## src/rtl/segmented_message_deframer_assert.svh

```systemverilog
// ----------------------------------------------------------------------------
// Segmented message deframer assertion macros
// Concurrent check macros clocked on clk_i and disabled while rst_ni is low.
// ----------------------------------------------------------------------------
`ifndef SEGMENTED_MESSAGE_DEFRAMER_ASSERT_SVH
`define SEGMENTED_MESSAGE_DEFRAMER_ASSERT_SVH
`ifndef SYNTHESIS
`define SMD_ASSERT_IMP(lbl, ante, cons, msg) \
  lbl: assert property (@(posedge clk_i) disable iff (!rst_ni) (ante) |-> (cons)) \
    else $error(msg);
`define SMD_ASSERT_NXT(lbl, ante, cons, msg) \
  lbl: assert property (@(posedge clk_i) disable iff (!rst_ni) (ante) |=> (cons)) \
    else $error(msg);
`else
`define SMD_ASSERT_IMP(lbl, ante, cons, msg)
`define SMD_ASSERT_NXT(lbl, ante, cons, msg)
`endif
`endif

```

## src/rtl/smd_pkg.sv

```systemverilog
// ----------------------------------------------------------------------------
// smd_pkg
// Shared types, state codes and helpers of the segmented message deframer.
// ----------------------------------------------------------------------------
`timescale 1ns / 1ps

package smd_pkg;

  localparam int unsigned NumLanes = 4;

  localparam logic [2:0] StHunt    = 3'd0;
  localparam logic [2:0] StHeader  = 3'd1;
  localparam logic [2:0] StPayload = 3'd2;
  localparam logic [2:0] StEos     = 3'd3;
  localparam logic [2:0] StEom     = 3'd4;

  localparam logic [1:0] RegPreamble  = 2'd0;
  localparam logic [1:0] RegPostamble = 2'd1;
  localparam logic [1:0] RegMaxBytes  = 2'd2;

  localparam logic [31:0] PreambleReset  = 32'h1616_1616;
  localparam logic [31:0] PostambleReset = 32'h1717_1717;
  localparam logic [7:0]  MaxBytesReset  = 8'd47;

  typedef struct packed {
    logic pre;
    logic post;
  } lane_hit_t;

  typedef struct packed {
    logic       found;
    logic       is_pre;
    logic [2:0] offset;
  } match_t;

  typedef struct packed {
    logic [31:0] payload_bytes;
    logic [2:0]  byte_count;
    logic        message_start;
    logic        segment_done;
    logic        message_done;
    logic [2:0]  parse_state;
  } result_t;

  function automatic logic [7:0] win_byte(input logic [63:0] win, input logic [2:0] pos);
    return win[{pos, 3'b000} +: 8];
  endfunction

endpackage

```

## src/rtl/segmented_message_deframer.sv

```systemverilog
// Marker search runs in four parallel compare lanes; results go to the output buffer.
// Throughput: one beat per cycle while the output buffer is not full.
// A two-entry output buffer keeps input ready high while one result waits downstream.
// Reset (rst_ni, asynchronous, active low) clears the parser state and empties the buffer.
// Reset also restores the marker words and the length limit to their default values.
// ----------------------------------------------------------------------------
// segmented_message_deframer
// Aligns framed segments in a 32-bit word stream and emits their payload bytes.
// ----------------------------------------------------------------------------
`timescale 1ns / 1ps
`include "segmented_message_deframer_assert.svh"

module segmented_message_deframer import smd_pkg::*; (
  input  logic        clk_i,
  input  logic        rst_ni,
  input  logic        cfg_we_i,
  input  logic [1:0]  cfg_index_i,
  input  logic [31:0] cfg_wdata_i,
  input  logic        in_valid_i,
  output logic        in_ready_o,
  input  logic [31:0] data_word_i,
  output logic        out_valid_o,
  input  logic        out_ready_i,
  output logic [31:0] payload_bytes_o,
  output logic [2:0]  byte_count_o,
  output logic        message_start_o,
  output logic        segment_done_o,
  output logic        message_done_o,
  output logic [2:0]  parse_state_o
);

  logic [31:0] preamble_q;
  logic [31:0] postamble_q;
  logic [7:0]  max_bytes_q;
  logic        step;
  result_t     result;
  result_t     out_data;

  always_ff @(posedge clk_i or negedge rst_ni) begin
    if (!rst_ni) begin
      preamble_q  <= PreambleReset;
      postamble_q <= PostambleReset;
      max_bytes_q <= MaxBytesReset;
    end else if (cfg_we_i) begin
      case (cfg_index_i)
        RegPreamble:  preamble_q  <= cfg_wdata_i;
        RegPostamble: postamble_q <= cfg_wdata_i;
        RegMaxBytes:  max_bytes_q <= cfg_wdata_i[7:0];
        default: ;
      endcase
    end
  end

  assign step = in_valid_i && in_ready_o;

  smd_parser u_parser (
    .clk_i       (clk_i),
    .rst_ni      (rst_ni),
    .step_i      (step),
    .data_word_i (data_word_i),
    .preamble_i  (preamble_q),
    .postamble_i (postamble_q),
    .max_bytes_i (max_bytes_q),
    .result_o    (result)
  );

  smd_outbuf u_outbuf (
    .clk_i       (clk_i),
    .rst_ni      (rst_ni),
    .push_i      (step),
    .push_data_i (result),
    .ready_o     (in_ready_o),
    .valid_o     (out_valid_o),
    .ready_i     (out_ready_i),
    .data_o      (out_data)
  );

  assign payload_bytes_o = out_data.payload_bytes;
  assign byte_count_o    = out_data.byte_count;
  assign message_start_o = out_data.message_start;
  assign segment_done_o  = out_data.segment_done;
  assign message_done_o  = out_data.message_done;
  assign parse_state_o   = out_data.parse_state;

  `SMD_ASSERT_IMP(a_full_has_output, !in_ready_o, out_valid_o, "buffer full without output")
  `SMD_ASSERT_IMP(a_msg_done_state, out_valid_o && message_done_o, parse_state_o == StEom,
                  "message done outside end of message")
  `SMD_ASSERT_IMP(a_seg_done_state, out_valid_o && segment_done_o, parse_state_o == StEos,
                  "segment done outside end of segment")
  `SMD_ASSERT_IMP(a_start_no_data, out_valid_o && message_start_o,
                  byte_count_o == 3'd0 && parse_state_o == StPayload,
                  "message start carries payload or wrong state")
  `SMD_ASSERT_NXT(a_accept_gives_output, in_valid_i && in_ready_o, out_valid_o,
                  "accepted beat produced no output")

endmodule

```

## src/rtl/smd_lane.sv

```systemverilog
// ----------------------------------------------------------------------------
// smd_lane
// Compares one window alignment against the start and end markers.
// ----------------------------------------------------------------------------
`timescale 1ns / 1ps

module smd_lane import smd_pkg::*; (
  input  logic [31:0] word_i,
  input  logic [31:0] preamble_i,
  input  logic [31:0] postamble_i,
  output lane_hit_t   hit_o
);

  assign hit_o.pre  = (word_i == preamble_i);
  assign hit_o.post = (word_i == postamble_i);

endmodule

```

## src/rtl/smd_merge.sv

```systemverilog
// ----------------------------------------------------------------------------
// smd_merge
// Picks the highest-offset lane that hit; the start marker wins within a lane.
// ----------------------------------------------------------------------------
`timescale 1ns / 1ps

module smd_merge import smd_pkg::*; (
  input  lane_hit_t [NumLanes-1:0] hits_i,
  output match_t                   match_o
);

  always_comb begin
    match_o = '0;
    for (int g = NumLanes - 1; g >= 0; g--) begin
      if (!match_o.found && (hits_i[g].pre || hits_i[g].post)) begin
        match_o.found  = 1'b1;
        match_o.is_pre = hits_i[g].pre;
        match_o.offset = 3'(g + 1);
      end
    end
  end

endmodule

```

## src/rtl/smd_outbuf.sv

```systemverilog
// ----------------------------------------------------------------------------
// smd_outbuf
// Two-entry output buffer so a new beat is taken while a result is stalled.
// ----------------------------------------------------------------------------
`timescale 1ns / 1ps

module smd_outbuf import smd_pkg::*; (
  input  logic    clk_i,
  input  logic    rst_ni,
  input  logic    push_i,
  input  result_t push_data_i,
  output logic    ready_o,
  output logic    valid_o,
  input  logic    ready_i,
  output result_t data_o
);

  logic    main_valid_q, main_valid_d;
  logic    spare_valid_q, spare_valid_d;
  result_t main_q, main_d;
  result_t spare_q, spare_d;
  logic    pop;

  assign pop     = main_valid_q && ready_i;
  assign ready_o = !spare_valid_q;
  assign valid_o = main_valid_q;
  assign data_o  = main_q;

  always_comb begin
    main_valid_d  = main_valid_q;
    spare_valid_d = spare_valid_q;
    main_d        = main_q;
    spare_d       = spare_q;
    if (!main_valid_q || pop) begin
      if (spare_valid_q) begin
        main_d        = spare_q;
        main_valid_d  = 1'b1;
        spare_valid_d = push_i;
        spare_d       = push_data_i;
      end else begin
        main_valid_d = push_i;
        main_d       = push_data_i;
      end
    end else if (push_i) begin
      spare_valid_d = 1'b1;
      spare_d       = push_data_i;
    end
  end

  always_ff @(posedge clk_i or negedge rst_ni) begin
    if (!rst_ni) begin
      main_valid_q  <= 1'b0;
      spare_valid_q <= 1'b0;
    end else begin
      main_valid_q  <= main_valid_d;
      spare_valid_q <= spare_valid_d;
    end
  end

  always_ff @(posedge clk_i) begin
    main_q  <= main_d;
    spare_q <= spare_d;
  end

endmodule

```

## src/rtl/smd_parser.sv

```systemverilog
// ----------------------------------------------------------------------------
// smd_parser
// Window, marker lanes and frame state machine; one result per input beat.
// ----------------------------------------------------------------------------
`timescale 1ns / 1ps

module smd_parser import smd_pkg::*; (
  input  logic        clk_i,
  input  logic        rst_ni,
  input  logic        step_i,
  input  logic [31:0] data_word_i,
  input  logic [31:0] preamble_i,
  input  logic [31:0] postamble_i,
  input  logic [7:0]  max_bytes_i,
  output result_t     result_o
);

  typedef enum logic [2:0] {
    S_HUNT    = StHunt,
    S_HEADER  = StHeader,
    S_PAYLOAD = StPayload,
    S_EOS     = StEos,
    S_EOM     = StEom
  } state_e;

  state_e      state_q, state_d;
  logic [31:0] prev_word_q;
  logic [2:0]  align_q, align_d;
  logic [7:0]  left_q, left_d;
  logic        last_q, last_d;
  logic [6:0]  seq_q, seq_d;

  logic [63:0]               window;
  lane_hit_t [NumLanes-1:0]  hits;
  match_t                    match;

  logic [7:0] hdr_byte;
  logic [7:0] len_raw;
  logic [7:0] len;
  logic [2:0] count;

  assign window = {data_word_i, prev_word_q};

  for (genvar g = 0; g < NumLanes; g++) begin : g_lane
    smd_lane u_lane (
      .word_i      (window[(g + 1) * 8 +: 32]),
      .preamble_i  (preamble_i),
      .postamble_i (postamble_i),
      .hit_o       (hits[g])
    );
  end

  smd_merge u_merge (
    .hits_i  (hits),
    .match_o (match)
  );

  assign hdr_byte = win_byte(window, align_q + 3'd2);
  assign len_raw  = win_byte(window, align_q + 3'd3);
  assign len      = (len_raw > max_bytes_i) ? max_bytes_i : len_raw;
  assign count    = (left_q < 8'd4) ? left_q[2:0] : 3'd4;

  always_comb begin
    state_d  = state_q;
    align_d  = align_q;
    left_d   = left_q;
    last_d   = last_q;
    seq_d    = seq_q;
    result_o = '0;
    if (match.found) begin
      if (match.is_pre) begin
        align_d = match.offset;
        state_d = S_HEADER;
      end else begin
        state_d = S_HUNT;
        left_d  = '0;
      end
    end else begin
      case (state_q)
        S_HEADER: begin
          last_d = hdr_byte[7];
          if (len == 8'd0) begin
            state_d = S_HUNT;
            left_d  = '0;
          end else if (hdr_byte[6:0] == 7'd0) begin
            result_o.message_start = 1'b1;
            seq_d   = '0;
            left_d  = len;
            state_d = S_PAYLOAD;
          end else if ({1'b0, hdr_byte[6:0]} == ({1'b0, seq_q} + 8'd1)) begin
            seq_d   = hdr_byte[6:0];
            left_d  = len;
            state_d = S_PAYLOAD;
          end else begin
            state_d = S_HUNT;
            left_d  = '0;
          end
        end
        S_PAYLOAD: begin
          result_o.byte_count = count;
          for (int i = 0; i < 4; i++) begin
            if (3'(i) < count) begin
              result_o.payload_bytes[i * 8 +: 8] = win_byte(window, align_q + 3'(i));
            end
          end
          left_d = left_q - {5'd0, count};
          if (left_d == 8'd0) begin
            if (last_q) begin
              state_d = S_EOM;
              result_o.message_done = 1'b1;
            end else begin
              state_d = S_EOS;
              result_o.segment_done = 1'b1;
            end
          end
        end
        default: begin
          state_d = S_HUNT;
          left_d  = '0;
        end
      endcase
    end
    result_o.parse_state = state_d;
  end

  always_ff @(posedge clk_i or negedge rst_ni) begin
    if (!rst_ni) begin
      state_q     <= S_HUNT;
      prev_word_q <= '0;
      align_q     <= '0;
      left_q      <= '0;
      last_q      <= 1'b0;
      seq_q       <= '0;
    end else if (step_i) begin
      state_q     <= state_d;
      prev_word_q <= data_word_i;
      align_q     <= align_d;
      left_q      <= left_d;
      last_q      <= last_d;
      seq_q       <= seq_d;
    end
  end

endmodule
```

## config.mk

```make
export PLATFORM = sky130hd
export DESIGN_NAME = segmented_message_deframer
export DESIGN_NICKNAME = d
export VERILOG_FILES = /design/src/rtl/smd_pkg.sv /design/src/rtl/segmented_message_deframer.sv /design/src/rtl/smd_lane.sv /design/src/rtl/smd_merge.sv /design/src/rtl/smd_outbuf.sv /design/src/rtl/smd_parser.sv
export VERILOG_INCLUDE_DIRS = /design/src /design/src/rtl
export SDC_FILE = /design/constraint.sdc
export NUM_CORES = 1
export LEC_CHECK = 0
export BUFFER_PORTS_ARGS = -buffer_cell sky130_fd_sc_hd__buf_2
export CORE_UTILIZATION = 51
export CTS_BUF_LIST = sky130_fd_sc_hd__clkbuf_8 sky130_fd_sc_hd__clkbuf_16
export CTS_CLUSTER_DIAMETER = 30
export DETAILED_ROUTE_END_ITERATION = 12
export PLACE_DENSITY = 0.78
export SYNTH_ARGS = -nofsm -noshare
export SYNTH_HDL_FRONTEND = slang
export SYNTH_SLANG_ARGS = --single-unit
```

## constraint.sdc

```tcl
create_clock -name clk_i -period 5.65 [get_ports clk_i]
set_input_delay 1.13 -clock clk_i [delete_from_list [all_inputs] [get_ports clk_i]]
set_output_delay 1.13 -clock clk_i [all_outputs]
set_load 0.005 [all_outputs]
```

==> impl_metrics.toml <==
[yosys]
ys_ff_latch = 210
synth.distinct_cells = 64
synth_edf_count = 82
ys.warnings.count = 0
synthesis.nets = 1366
synthesis.area_um2 = 14100
ys_seq_area_share_pct = 40.4
synthArstFlopShare_pct = 61.0
post_synth.cell_area_avg_um2 = 11.0
synth_ff_type = "dfrtp_1"
syn_inst = 1283

[sta]
rsz0062_at_grt = "no"
timing.fmax_mhz = 212
skew_ps = 21.5
setup_violations = 0
hold_viol = 0
finalCritPeriodShare_pct = 83.3
max_slew_margin_pct = 27.3
finalMaxSlewViolations = 0
fin_tns_setup_ps = 0
finalCriticalPeriod_ps = 4710
worstMarginPinSlew_ps = 1090

[worst_setup_path]
cp_max_fo = 12
critPathLaunchType = "flip-flop"
cp-end-kind = "flip-flop"
crit_arrival_ps = 5160
critPathKind = "flip-flop to flip-flop"
cp.required_ps = 6100

[floorplan]
io-pin-count = 114
die_w_um = 168
die_h_um = 168
start_util_pct = 52.2
dieArea_um2 = 28400
rows = 60
core_area_um2 = 27000

[clock_network]
cts_root_buf = "clkbuf_16"
clkTransAtPathRegs_ps = 50
cts_sinks = 210
cts.path.max_buffers = 3
numCtsBuffers = 45
cts_setup_buffers = 0
cts_tree = "built"
hold_buffers = 0
clk-insertion-delay-late_ps = 540
cts_max_level = 2
cts_resized = 0

[global_route]
grt_pass1_vias = 10300
grt_antenna_before_repair = 0
grt_max_degree = 68
track_usage_pct = 29.8
overflow = 0
grt_pass1_wl_um = 63100

[detailed_routing]
viasPerCell = 6.07
via_count = 10200
antenna_left = 0
drt_iter0_markers = 816
drcViolationCount = 0
dr.pass1.iters = 5
finalWirelength_um = 41500
wl_per_cell_um = 24.6

[outcome]
status = "finished clean"

[cells_and_area]
antenna_cells = 0
drive_above_1_share_pct = 28.6
fillCellCount = 2214
area_delta_synth_final_pct = 13.4
final_area_um2 = 16000
finalNetCount = 1393

[place]
port_buffers = 113
place_area_um2 = 14400
dp_hpwl_um = 30800
routabilityCongestion = 1.01

[power_and_ir_drop]
p_per_area_nw_per_um2 = 371
ir_worst_vdd_uv = 246
leakage_nw = 6.84

[run]
cap_violations = 0

[hold_path]
hp-class = "flip-flop to flip-flop"
[synthesized netlist by cell type (3+ instances only)]
cell / instances / area [um^2]
clkbuf_2: 28 / 140
nand2b_1: 7 / 43.8
mux4_2: 28 / 631
a21oi_1: 16 / 80.1
ha_1: 12 / 150
dfrtp_1: 95 / 2380
a221o_1: 5 / 50.1
nor2b_1: 23 / 144
clkinv_1: 3 / 11.3
o21ai_0: 10 / 50.1
mux4_1: 11 / 289
xnor2_1: 162 / 1420
buf_12: 4 / 80.1
buf_2: 45 / 225
o31ai_1: 3 / 22.5
dfstp_2: 33 / 867
mux2_2: 96 / 1080
nand2_1: 124 / 465
o22ai_1: 5 / 31.3
and3_1: 11 / 68.8
a22o_1: 16 / 140
a211oi_1: 5 / 37.5
nand3b_1: 3 / 22.5
and4_1: 3 / 26.3
mux2i_1: 55 / 551
nor3_1: 9 / 45.0
buf_6: 6 / 67.6
nor4_1: 45 / 282
clkbuf_1: 41 / 154
mux2i_2: 3 / 41.3
nand4_1: 52 / 325
buf_4: 20 / 150
buf_1: 5 / 18.8
nand3_1: 5 / 25.0
edfxtp_1: 82 / 2460
nor2_1: 44 / 165
inv_1: 29 / 109
xor2_1: 107 / 937
[path summary, 6_finish.rpt]
check | from | endpoint | slack (ps) | cells past startpoint
worst min-delay path | u_parser.state_q[1] | u_parser.state_q[1] | 500 | 2
max in group asynchronous | rst_ni | u_parser.align_q[0] | 4110 | 2
min in group asynchronous | rst_ni | preamble_q[16] | 690 | 1
worst max register to register | u_parser.align_q[1] | u_parser.seq_q[3] | 940 | 14
worst min register to register | u_parser.state_q[1] | u_parser.state_q[1] | 500 | 2
worst max-delay path | u_parser.align_q[1] | u_parser.seq_q[3] | 940 | 14
[where the power goes]
| group | internal, W | total [W] | switching (W) |
|---|---|---|---|
| clock | 0.00179 | 0.00270 | 0.000912 |
| combinational | 0.000514 | 0.00105 | 0.000538 |
| sequential | 0.00181 | 0.00219 | 0.000383 |
| total | 0.00411 | 0.00594 | 0.00183 |
[cell type report]
class	count	area, um^2	area share, %
multi-input cells	892	7480	46.7
inverters	32	120	0.750
well taps	341	427	2.66
flip-flops and latches	210	5710	35.6
clock inverters	37	429	2.68
clock buffers	47	1150	7.20
repair buffers	129	701	4.37
[critical path, stage by stage, from the launching register on]
cell	delay, ps
dfrtp_1	620
clkinv_1	180
ha_1	250
xor2_2	330
mux4_1	730
inv_1	120
ha_1	250
nor2b_1	140
o21ai_0	140
nand2b_1	70
a21oi_1	270
o22ai_1	160
a211o_1	330
nor4b_4	760
mux2i_1	270
[metrics by stage]
| stage | setup WS (ps) | util [%] | power [W] | hold slack, ps | cells |
|---|---|---|---|---|---|
| 6_report | 941 | 59.3 | 0.00594 | 504 | 1688 |
| 3_3_place_gp | 910 | 53.4 | 0.00321 | 484 | 1604 |
| 3_5_place_dp | 832 | 53.4 | 0.00323 | 490 | 1604 |
| 5_1_grt | 594 | 59.3 | 0.00614 | 547 | 1688 |
| 4_1_cts | 920 | 59.3 | 0.00595 | 502 | 1688 |
| 2_1_floorplan | 1020 | - | 0.00288 | 463 | 1283 |
[sequential cells by signal, summed over array words and instances (netlist names)]
signal                  count
max_bytes_q                 8
u_parser.seq_q              7
u_parser.align_q            3
u_parser.prev_word_q       32
u_outbuf.spare_q           41
preamble_q                 32
u_parser.state_q            3
u_outbuf.data_o            41
u_parser.last_q             1
u_outbuf.valid_o            1
u_parser.left_q             8
postamble_q                32
u_outbuf.spare_valid_q      1
[placed cells by master (no fill, tap or decap), drive strengths merged, types with 12 or more instances in the layout]
cell type	n
nand4	52
xor2	108
mux2i	60
nor4	45
dfstp	33
dfrtp	95
buf	129
edfxtp	82
nor2b	23
xnor2	162
clkinv	17
mux2	96
nand2	124
a21oi	16
clkbuf	47
inv	42
mux4	39
nor2	44
a22o	16
ha	12
[kinds of logic (layout without fill, tap and decap cells)]
group / after synthesis / count (layout) / share of synthesized area (%)
compound gates: 78 / 78 / 4.04
xor+xnor: 270 / 270 / 16.8
fa+ha+maj: 12 / 12 / 1.06
buf+inv: 181 / 245 / 6.77
flops: 210 / 210 / 40.4
mux: 195 / 195 / 18.7
other cells: 1 / 1 / 0.0266
simple gates: 336 / 336 / 12.2
[metal layers]
metal | up-vias | share of wire (%) | global-route usage [%]
met2 | 482 | 46 | 47.2
met4 | 0 | 6.3 | 17.8
met1 | 5071 | 41 | 38.9
met3 | 133 | 6.4 | 4.56
li1 | 4561 | - | -
met5 | - | 0 | 0
Power figures use the tool's default switching activity.
